**src/rtl/ufrs_pkg.sv**
```systemverilog
// Shared types and constants for the union-find store with rank and size.
// Used by every module and interface of the block; depends on nothing.
`default_nettype none

package ufrs_pkg;

	// Node count is a power of two; node indexes wrap by dropping high bits.
	localparam int NODE_W     = 10;
	localparam int NODE_COUNT = 1 << NODE_W;
	localparam int RANK_W     = $clog2(NODE_W + 1);
	localparam int SIZE_W     = $clog2(NODE_COUNT + 1);

	// Fixed widths of the word fields on the ports
	localparam int FIELD_NODE_W = 10;
	localparam int FIELD_SIZE_W = 11;
	localparam int SIZE_MAX_OUT = (1 << FIELD_SIZE_W) - 1;

	typedef logic [NODE_W-1:0] node_t;
	typedef logic [RANK_W-1:0] rank_t;
	typedef logic [SIZE_W-1:0] size_t;

	typedef struct packed {
		node_t parent;
		rank_t rank;
		size_t size;
	} entry_t;

	typedef struct packed {
		logic   re;
		node_t  raddr;
		logic   we;
		node_t  waddr;
		entry_t wdata;
	} mem_req_t;

	typedef struct packed {
		logic  joined;
		node_t root;
		size_t size;
	} result_t;

	typedef enum logic [2:0] {
		ST_CLEAR,
		ST_IDLE,
		ST_START,
		ST_CLIMB,
		ST_COMPRESS,
		ST_LINK_LOSER,
		ST_LINK_WINNER,
		ST_RESULT
	} state_t;

	typedef enum logic [1:0] {
		PH_A,
		PH_B,
		PH_FINAL
	} phase_t;

endpackage

`default_nettype wire

```
**src/rtl/ufrs_seq.sv**
```systemverilog
// Sequencer: clearing pass, two finds with path compression, link, final find.
// Depends on ufrs_pkg; drives the node table through a mem_req_t.
`default_nettype none

module ufrs_seq (
	input  wire logic               clk,
	input  wire logic               arst_n,
	input  wire logic               in_valid,
	output logic                    in_ready,
	input  wire logic               op,
	input  wire ufrs_pkg::node_t    node_a,
	input  wire ufrs_pkg::node_t    node_b,
	input  wire logic               out_free,
	output logic                    res_valid,
	output ufrs_pkg::result_t       res,
	output ufrs_pkg::mem_req_t      mem_req,
	input  wire ufrs_pkg::entry_t   rd_data
);

	ufrs_pkg::state_t state_q, state_d;
	ufrs_pkg::phase_t phase_q;
	ufrs_pkg::node_t  clr_q;

	logic            op_q;
	logic            joined_q;
	ufrs_pkg::node_t a_q, b_q, node_q, cur_q, walk_q, top_q;
	ufrs_pkg::node_t ra_q, rb_q, res_root_q;
	ufrs_pkg::rank_t rank_a_q, rank_b_q, top_rank_q;
	ufrs_pkg::size_t size_a_q, size_b_q, top_size_q, res_size_q;

	logic            is_root;
	logic            phase_end;
	logic            do_link;
	logic            a_wins;
	logic            rank_tie;
	ufrs_pkg::node_t found_root;
	ufrs_pkg::rank_t found_rank;
	ufrs_pkg::size_t found_size;
	ufrs_pkg::node_t winner, loser;
	ufrs_pkg::entry_t loser_entry, winner_entry;

	// Root detection and the root that a finished find hands on
	always_comb begin
		is_root    = (rd_data.parent == cur_q);
		found_root = (state_q == ufrs_pkg::ST_CLIMB) ? cur_q : top_q;
		found_rank = (state_q == ufrs_pkg::ST_CLIMB) ? rd_data.rank : top_rank_q;
		found_size = (state_q == ufrs_pkg::ST_CLIMB) ? rd_data.size : top_size_q;
		phase_end  = 1'b0;
		case (state_q)
			ufrs_pkg::ST_CLIMB:    phase_end = is_root && (node_q == cur_q);
			ufrs_pkg::ST_COMPRESS: phase_end = (rd_data.parent == top_q);
			default:               phase_end = 1'b0;
		endcase
		do_link = op_q && (ra_q != found_root);
	end

	// Union by rank: lower rank hangs under the other, tie goes to the second root
	always_comb begin
		a_wins   = (rank_a_q > rank_b_q);
		rank_tie = (rank_a_q == rank_b_q);
		winner   = a_wins ? ra_q : rb_q;
		loser    = a_wins ? rb_q : ra_q;
		loser_entry.parent  = winner;
		loser_entry.rank    = a_wins ? rank_b_q : rank_a_q;
		loser_entry.size    = a_wins ? size_b_q : size_a_q;
		winner_entry.parent = winner;
		winner_entry.rank   = a_wins ? rank_a_q
			: (rank_tie ? ufrs_pkg::rank_t'(rank_b_q + 1'b1) : rank_b_q);
		winner_entry.size   = ufrs_pkg::size_t'(size_a_q + size_b_q);
	end

	// Next state
	always_comb begin
		state_d = state_q;
		case (state_q)
			ufrs_pkg::ST_CLEAR: begin
				if (clr_q == '1) state_d = ufrs_pkg::ST_IDLE;
			end
			ufrs_pkg::ST_IDLE: begin
				if (in_valid) state_d = ufrs_pkg::ST_START;
			end
			ufrs_pkg::ST_START: begin
				state_d = ufrs_pkg::ST_CLIMB;
			end
			ufrs_pkg::ST_CLIMB, ufrs_pkg::ST_COMPRESS: begin
				if (phase_end) begin
					case (phase_q)
						ufrs_pkg::PH_A: state_d = ufrs_pkg::ST_START;
						ufrs_pkg::PH_B: state_d = do_link ? ufrs_pkg::ST_LINK_LOSER
							: ufrs_pkg::ST_RESULT;
						default:        state_d = ufrs_pkg::ST_RESULT;
					endcase
				end else if (state_q == ufrs_pkg::ST_CLIMB && is_root) begin
					state_d = ufrs_pkg::ST_COMPRESS;
				end
			end
			ufrs_pkg::ST_LINK_LOSER: begin
				state_d = ufrs_pkg::ST_LINK_WINNER;
			end
			ufrs_pkg::ST_LINK_WINNER: begin
				state_d = ufrs_pkg::ST_START;
			end
			ufrs_pkg::ST_RESULT: begin
				if (out_free) state_d = ufrs_pkg::ST_IDLE;
			end
			default: begin
				state_d = ufrs_pkg::ST_CLEAR;
			end
		endcase
	end

	// Outputs: table accesses, handshake and result strobe
	always_comb begin
		mem_req   = '0;
		in_ready  = 1'b0;
		res_valid = 1'b0;
		case (state_q)
			ufrs_pkg::ST_CLEAR: begin
				mem_req.we           = 1'b1;
				mem_req.waddr        = clr_q;
				mem_req.wdata.parent = clr_q;
				mem_req.wdata.rank   = '0;
				mem_req.wdata.size   = ufrs_pkg::size_t'(1);
			end
			ufrs_pkg::ST_IDLE: begin
				in_ready = 1'b1;
			end
			ufrs_pkg::ST_START: begin
				mem_req.re    = 1'b1;
				mem_req.raddr = node_q;
			end
			ufrs_pkg::ST_CLIMB: begin
				if (!is_root) begin
					mem_req.re    = 1'b1;
					mem_req.raddr = rd_data.parent;
				end else if (node_q != cur_q) begin
					mem_req.re    = 1'b1;
					mem_req.raddr = node_q;
				end
			end
			ufrs_pkg::ST_COMPRESS: begin
				mem_req.we           = 1'b1;
				mem_req.waddr        = walk_q;
				mem_req.wdata.parent = top_q;
				mem_req.wdata.rank   = rd_data.rank;
				mem_req.wdata.size   = rd_data.size;
				if (rd_data.parent != top_q) begin
					mem_req.re    = 1'b1;
					mem_req.raddr = rd_data.parent;
				end
			end
			ufrs_pkg::ST_LINK_LOSER: begin
				mem_req.we    = 1'b1;
				mem_req.waddr = loser;
				mem_req.wdata = loser_entry;
			end
			ufrs_pkg::ST_LINK_WINNER: begin
				mem_req.we    = 1'b1;
				mem_req.waddr = winner;
				mem_req.wdata = winner_entry;
			end
			ufrs_pkg::ST_RESULT: begin
				res_valid = out_free;
			end
			default: begin
				mem_req = '0;
			end
		endcase
	end

	assign res.joined = joined_q;
	assign res.root   = res_root_q;
	assign res.size   = res_size_q;

	// Control state
	always_ff @(posedge clk or negedge arst_n) begin
		if (!arst_n) begin
			state_q <= ufrs_pkg::ST_CLEAR;
			phase_q <= ufrs_pkg::PH_A;
			clr_q   <= '0;
		end else begin
			state_q <= state_d;
			if (state_q == ufrs_pkg::ST_CLEAR) clr_q <= ufrs_pkg::node_t'(clr_q + 1'b1);
			if (state_q == ufrs_pkg::ST_IDLE && in_valid) phase_q <= ufrs_pkg::PH_A;
			if (phase_end) begin
				case (phase_q)
					ufrs_pkg::PH_A: phase_q <= ufrs_pkg::PH_B;
					ufrs_pkg::PH_B: phase_q <= ufrs_pkg::PH_FINAL;
					default:        phase_q <= ufrs_pkg::PH_FINAL;
				endcase
			end
		end
	end

	// Walk pointers, captured roots and the result
	always_ff @(posedge clk) begin
		case (state_q)
			ufrs_pkg::ST_IDLE: begin
				if (in_valid) begin
					op_q   <= op;
					a_q    <= node_a;
					b_q    <= node_b;
					node_q <= node_a;
				end
			end
			ufrs_pkg::ST_START: begin
				cur_q <= node_q;
			end
			ufrs_pkg::ST_CLIMB: begin
				if (is_root) begin
					top_q      <= cur_q;
					top_rank_q <= rd_data.rank;
					top_size_q <= rd_data.size;
					walk_q     <= node_q;
				end else begin
					cur_q <= rd_data.parent;
				end
			end
			ufrs_pkg::ST_COMPRESS: begin
				walk_q <= rd_data.parent;
			end
			default: begin
			end
		endcase
		if (phase_end) begin
			case (phase_q)
				ufrs_pkg::PH_A: begin
					ra_q     <= found_root;
					rank_a_q <= found_rank;
					size_a_q <= found_size;
					node_q   <= b_q;
				end
				ufrs_pkg::PH_B: begin
					rb_q       <= found_root;
					rank_b_q   <= found_rank;
					size_b_q   <= found_size;
					joined_q   <= (ra_q == found_root);
					node_q     <= a_q;
					res_root_q <= ra_q;
					res_size_q <= size_a_q;
				end
				default: begin
					res_root_q <= found_root;
					res_size_q <= found_size;
				end
			endcase
		end
	end

endmodule

`default_nettype wire

```
**config.mk**
```make
export PLATFORM = sky130hd
export DESIGN_NAME = ufrs_seq
export DESIGN_NICKNAME = d
export VERILOG_FILES = /design/src/rtl/ufrs_pkg.sv /design/src/rtl/ufrs_seq.sv
export SDC_FILE = /design/constraint.sdc
export NUM_CORES = 1
export LEC_CHECK = 0
export BUFFER_PORTS_ARGS = -buffer_cell sky130_fd_sc_hd__buf_4
export CAP_MARGIN = 20
export CORE_MARGIN = 10
export CORE_UTILIZATION = 52
export CTS_CLUSTER_DIAMETER = 40
export DETAILED_ROUTE_END_ITERATION = 8
export PLACE_DENSITY = 0.76
export SLEW_MARGIN = 30
export SYNTH_ARGS = -nofsm -noshare
export SYNTH_HDL_FRONTEND = slang
export SYNTH_SLANG_ARGS = --single-unit
```
**constraint.sdc**
```tcl
create_clock -name clk -period 3.7 [get_ports clk]
set_input_delay 0.185 -clock clk [delete_from_list [all_inputs] [get_ports clk]]
set_output_delay 0.185 -clock clk [all_outputs]
set_load 0.05 [all_outputs]
```
### Yosys cells after proc, flatten, opt, wreduce, memory -nomap -nowiden

Cells that the tools add are included.

| operators by class | value |
|---|---|
| add/sub/neg operators | 3 |
| multipliers | 0 |
| divide/modulo/power cells | 0 |
| $lt $le $gt $ge | 1 |
| equal/unequal tests | 23 |
| shift operators | 0 |
| muxes and demuxes | 38 |
| bitwise operators | 1 |
| reductions and logical operators | 18 |

Operator list:

| kind | count |
|---|---|
| 36-bit case mux with 4 select lines | 1 |
| 10-bit two-way mux | 8 |
| 10-bit case mux with 2 select lines | 4 |
| 11-bit two-way mux | 5 |
| 10-bit == test | 4 |
| 11-bit case mux with 3 select lines | 1 |
| 10-bit != test | 3 |
| 11-bit case mux with 2 select lines | 1 |
| 3-bit case mux with 7 select lines | 1 |
| 4-bit two-way mux | 4 |
| 3-bit two-way mux | 5 |
| 2-bit AND reduction | 7 |
| 3-bit == test, second input constant | 4 |
| 11-bit adder | 1 |
| 10-bit by 1-bit adder with 10-bit output, second input constant | 1 |
| 10-bit == test, second input constant | 1 |
| 2-bit != test, second input constant | 5 |
| 2-bit two-way mux | 4 |
| 3-bit by 2-bit == test with 1-bit output, second input constant | 2 |
| 3-bit case mux with 2 select lines | 1 |
| 2-bit nonzero test | 3 |
| 4-bit by 1-bit adder with 4-bit output, second input constant | 1 |
| 4-bit == test | 1 |
| 4-bit greater-than comparator | 1 |
| other kinds (11) | 15 |

| word-level totals | value |
|---|---|
| bits in registers | 163 |
| bits in latches | 0 |
| memory bits (writable) | 0 |
| memory bits (read-only) | 0 |
| input port bits | 50 |
| output and inout port bits | 71 |
| word-level logic and storage cells | 105 |
| memories kept | 0 |

### Logic depth before layout (Yosys ltp)

| logic depth | value |
|---|---|
| word-level depth | 8 |
| mapped depth | 11 |
| gate-level depth less buffers | 10 |

### Worst setup path before layout

No wires, ideal clock.

| timing | value |
|---|---|
| path type | register to register |
| start | reg cur_q[4] |
| end | reg res_root_q[0], enable pin |
| setup time | 0.400 ns |
| arrival | 3.482 ns |
| data required time | 3.300 ns |
| slack | -0.183 ns |
| cell stages (with the launch flop) | 7 |
| path buffers | 0 |
| period minus slack after synthesis | 3.883 ns |
| cells stage by stage | edfxtp_1 xor2_1 nor4_1 nand4_1 nor2_1 a21oi_1 nor2_1 |

| on the way | value |
|---|---|
| cells in the longest elaborated chain, start to end | 4 |
| elaborated cells between the ends (all ways) | 5 |
| classes of those cells | eq/ne (2); mux (1); reduce/logical (2) |

Ends and longest elaborated chain:

| what | line | source |
|---|---|---|
| start, declared | ufrs_seq.sv:26 | `ufrs_pkg::node_t a_q, b_q, node_q, cur_q, walk_q, top_q;` |
| start signal, assigned | ufrs_seq.sv:207 | `cur_q <= node_q;` |
| start signal, assigned | ufrs_seq.sv:216 | `cur_q <= rd_data.parent;` |
| 10-bit == test (on tied branches) | ufrs_seq.sv:44, ufrs_seq.sv:50 |  |
| 1-bit logical AND * | ufrs_seq.sv:50 | `ufrs_pkg::ST_CLIMB: phase_end = is_root && (node_q == cur_q);` |
| 1-bit case mux with 2 select lines * | ufrs_seq.sv:49 | `case (state_q)` |
| 2-bit AND reduction (no line) * | - |  |
| end signal, assigned | ufrs_seq.sv:239 | `res_root_q <= ra_q;` |
| end signal, assigned | ufrs_seq.sv:243 | `res_root_q <= found_root;` |
| end, declared | ufrs_seq.sv:27 | `ufrs_pkg::node_t ra_q, rb_q, res_root_q;` |

Mark *: on every way between the ends. The rest lies on a longest branch, timed or not.
A chain may end at the register's enable or synchronous reset.

==> run summary <==
=========================================================================================
Result of the run                                                            finished clean
P_sw                                                                              2270 uW
Class of the worst hold path                                                 input port to flip-flop
H-tree levels                                                                           4
Wire length of the first global-routing pass                                     38700 um
Slack of the worst reg-to-reg path                                                0.59 ns
Clock share of power                                                                26.7%
Floorplan die width                                                                149 um
Gpl congestion                                                                      0.903
Largest area contributor in the netlist                                          edfxtp_1
Setup Skew                                                                      0.0102 ns
Maximum achievable frequency                                                      283 MHz
Synth top area share                                                                47.7%
Share of post-route cells with drive strength above 1                               23.0%
Antenna violations before repair                                                        0
Number of unique standard cell types used by synthesis                                 57
Data arrival time at the worst-slack endpoint                                     3.35 ns
Flops & latches, synth                                                                163
Switching fraction of total power                                                   36.7%
Type of the worst setup path                                                 flip-flop to output port
Share of synthesized area occupied by flip-flops and latches                        54.3%
Number of DRC markers after the initial detailed-route iteration                      803
Proportion of register bits with asynchronous set or reset after synthesis          9.20%
Ys Warns                                                                                0
Final routed wirelength across all metal layers                                  24400 um
Total negative setup slack                                                           0 ns
Most used flip-flop cell after synthesis                                         edfxtp_1
Row count                                                                              47
Antenna diodes                                                                          0
Vias                                                                                 6898
Part of the total power dissipated in sequential elements                           43.4%
Design internal power                                                             3930 uW
Worst vdd ir                                                                       494 uV
Critical path origin                                                          rank_b_q[1]
Die span in y                                                                      149 um
Vias in the first global route                                                       7001
Post-synth EDFFs                                                                      138
Worst flop-to-flop path startpoint                                               cur_q[4]
TritonCTS clock tree                                                                 done
Total Power Consumption                                                           6200 uW
Count of input and output buffers                                                     120
Leading cell types by count after synthesis                                  144 x nand2_1, 138 x edfxtp_1, 58 x mux2i_1
Number of hold violations in the final report                                           0
Post-route antenna net violation count                                                  0
TritonCTS Sinks                                                                       163
Element type at the critical path end                                         output port
Period utilisation layout                                                           95.7%
Via density per instance                                                             5.91
Count of unresolved DRC violations after routing                                        0
Post-synthesis instance area                                                     8690 um2
Number of setup violations in the final report                                          0
Cell types occupying the most area after synthesis                           edfxtp_1 48%, mux2i_1 6.7%, nand2_1 6.2%
Leftover overflow at the end of global routing                                          0
Combinational share of power                                                        29.9%
RSZ-0062 raised after global routing                                                   no
PD cells                                                                       574 nW/um2
Leakage power summed over all cells                                            0.00441 uW
Min-Delay Startpoint                                                          rd_data[17]
Average footprint of a synthesized cell                                          11.2 um2
DRT Pass-1 Iters                                                                        6
CTS max path bufs                                                                       2
Ports                                                                                 121
Count of placed standard cells including taps                                        1098
Crit Path Max Fanout                                                                   11
Most common cell in the synthesized netlist                                       nand2_1
Transition time of the tightest slew-check pin                                   0.755 ns
Area growth from synthesis to layout                                                24.3%
Data required time at the worst endpoint                                          3.51 ns
Maximum number of pins on one net before global-route repair                           39
Non-Filler Instances                                                                 1167
Number of maximum-capacitance violations                                                0
Total routing resource utilization after global routing                             22.1%
Insertion delay of the later-clocked pin in the worst-skew pair                   0.44 ns
Clock root buffer                                                               clkbuf_16
Clock-pin slew on the worst setup and hold paths                                  0.07 ns
Area of the placeable core                                                      16500 um2
Net Count, Synth                                                                      843
Total CTS buffers                                                                      17
Total Nets Final                                                                     1001
Routed WL per cell                                                                20.9 um
Worst Setup Start Kind                                                          flip-flop
Final critical path time including I/O delays and setup                           3.54 ns
HPWL Detailed                                                                    16700 um
Floorplan die area                                                              22300 um2
Cell count after synthesis                                                            776
Slew HR                                                                             49.6%
Post-CTS repair timing setup buffer count                                               0
Starting Density                                                                    52.8%
Final-report max-slew violation count                                                   0
=========================================================================================
==> repair_timing <==
item                       in CTS  in global routing
hold buffers                   37                  0
setup endpoints to repair       0                  0
gates resized for setup         0                  0
hold endpoints to repair       51                  0
==> metal layers <==
metal | vias to the layer above | global-route usage, % | part of all wire [%]
met2 | 352 | 36.9 | 50
met3 | 31 | 4.70 | 8.4
met4 | 0 | 7.16 | 1.5
li1 | 3173 | - | -
met5 | - | 0 | 0
met1 | 3342 | 27.9 | 40
==> power groups by stage <==
| stage | logic [uW] | clock network, uW | registers, uW |
|---|---|---|---|
| after CTS | 1850 | 1680 | 2690 |
| after global routing | 2020 | 1750 | 2720 |
| after global placement | 1770 | 0 | 2720 |
| after detailed placement | 1800 | 0 | 2720 |
| after floorplan | 1350 | 0 | 2570 |
| final | 1850 | 1660 | 2690 |
==> cells in the final DEF (no fill, tap or decap), types with 3 or more instances in the layout <==
cell	synthesis	final
o21ai_0	38	38
xnor2_1	26	26
nor4_1	9	9
nor2b_1	3	3
nor2_1	43	39
o21a_1	3	3
nand2b_1	4	4
inv_1	15	15
nor2_2	0	4
o221ai_1	8	8
nand3_1	6	5
xor2_1	38	38
nor3_1	8	7
clkbuf_16	0	17
a21oi_1	29	29
nand2_1	144	144
and3_1	3	3
edfxtp_1	138	138
a22oi_1	18	18
nand4_1	9	9
and2_1	6	6
inv_6	0	7
clkinv_4	0	3
buf_4	2	140
a222oi_1	10	10
dfxtp_1	10	10
a211o_1	12	12
mux2_2	31	31
ha_1	16	16
dfrtp_1	15	15
mux2i_1	58	58
o22ai_1	4	4
a21o_1	4	4
dlygate4sd3_1	0	37
==> final timing paths <==
kind | to | cells after the start
max in group asynchronous | phase_q[0] | 2
hold reg to reg | node_q[1] | 2
hold / removal | cur_q[2] | 3
setup reg to reg | rank_b_q[3] | 8
min in group asynchronous | clr_q[2] | 2
setup / recovery | mem_req[30] | 12
==> worst max-delay path, stage by stage (launching register included) <==
cell and delay, ns:
edfxtp_1 0.45, inv_1 0.10, ha_1 0.24, nor2b_1 0.14
o21a_1 0.16, o21a_1 0.20, o21ai_4 0.39, buf_4 0.35
mux2i_1 0.12, buf_4 0.20, a222oi_1 0.26, nand2_1 0.10
buf_4 0.20
==> flip-flops by register name (all words and copies together), names as in the netlist, 10 cells and up <==
name / flops
cur_q: 10
node_q: 10
a_q: 10
res_size_q: 11
size_a_q: 11
size_b_q: 11
b_q: 10
clr_q: 10
top_q: 10
ra_q: 10
rb_q: 10
top_size_q: 11
walk_q: 10
res_root_q: 10
==> stage by stage <==
stage                     setup slack, ns  util [%]  hold slack (ns)  instance area, um2
final                               0.161      65.6           0.0898               10800
after global routing               0.0376      65.6            0.102               10800
after CTS                           0.202      65.6           0.0787               10800
after detailed placement            0.649      60.0           0.0728                9880
after global placement              0.710      60.0           0.0688                9880
after floorplan                     0.253         -           -0.111                8690
==> cells by family (layout without fill, tap and decap cells) <==
group           count (synthesis)  after routing  synth area share (%)
buf+inv                        54            225                  2.58
simple gates                  245            245                  12.3
xor+xnor                       64             64                  6.45
flops                         163            163                  54.3
fa+ha+maj                      17             17                  2.53
compound gates                144            144                  11.1
mux                            89             89                  10.7
==> layout make-up <==
cell class / instances / area, um2
clock buffers: 18 / 429
inverters: 16 / 60.1
well taps: 220 / 275
flip-flops and latches: 163 / 4720
fillers: 1308 / 5660
multi-input cells: 559 / 3780
clock inverters: 14 / 119
repair buffers: 177 / 1420
No activity file was read; power rests on OpenSTA's default activity.
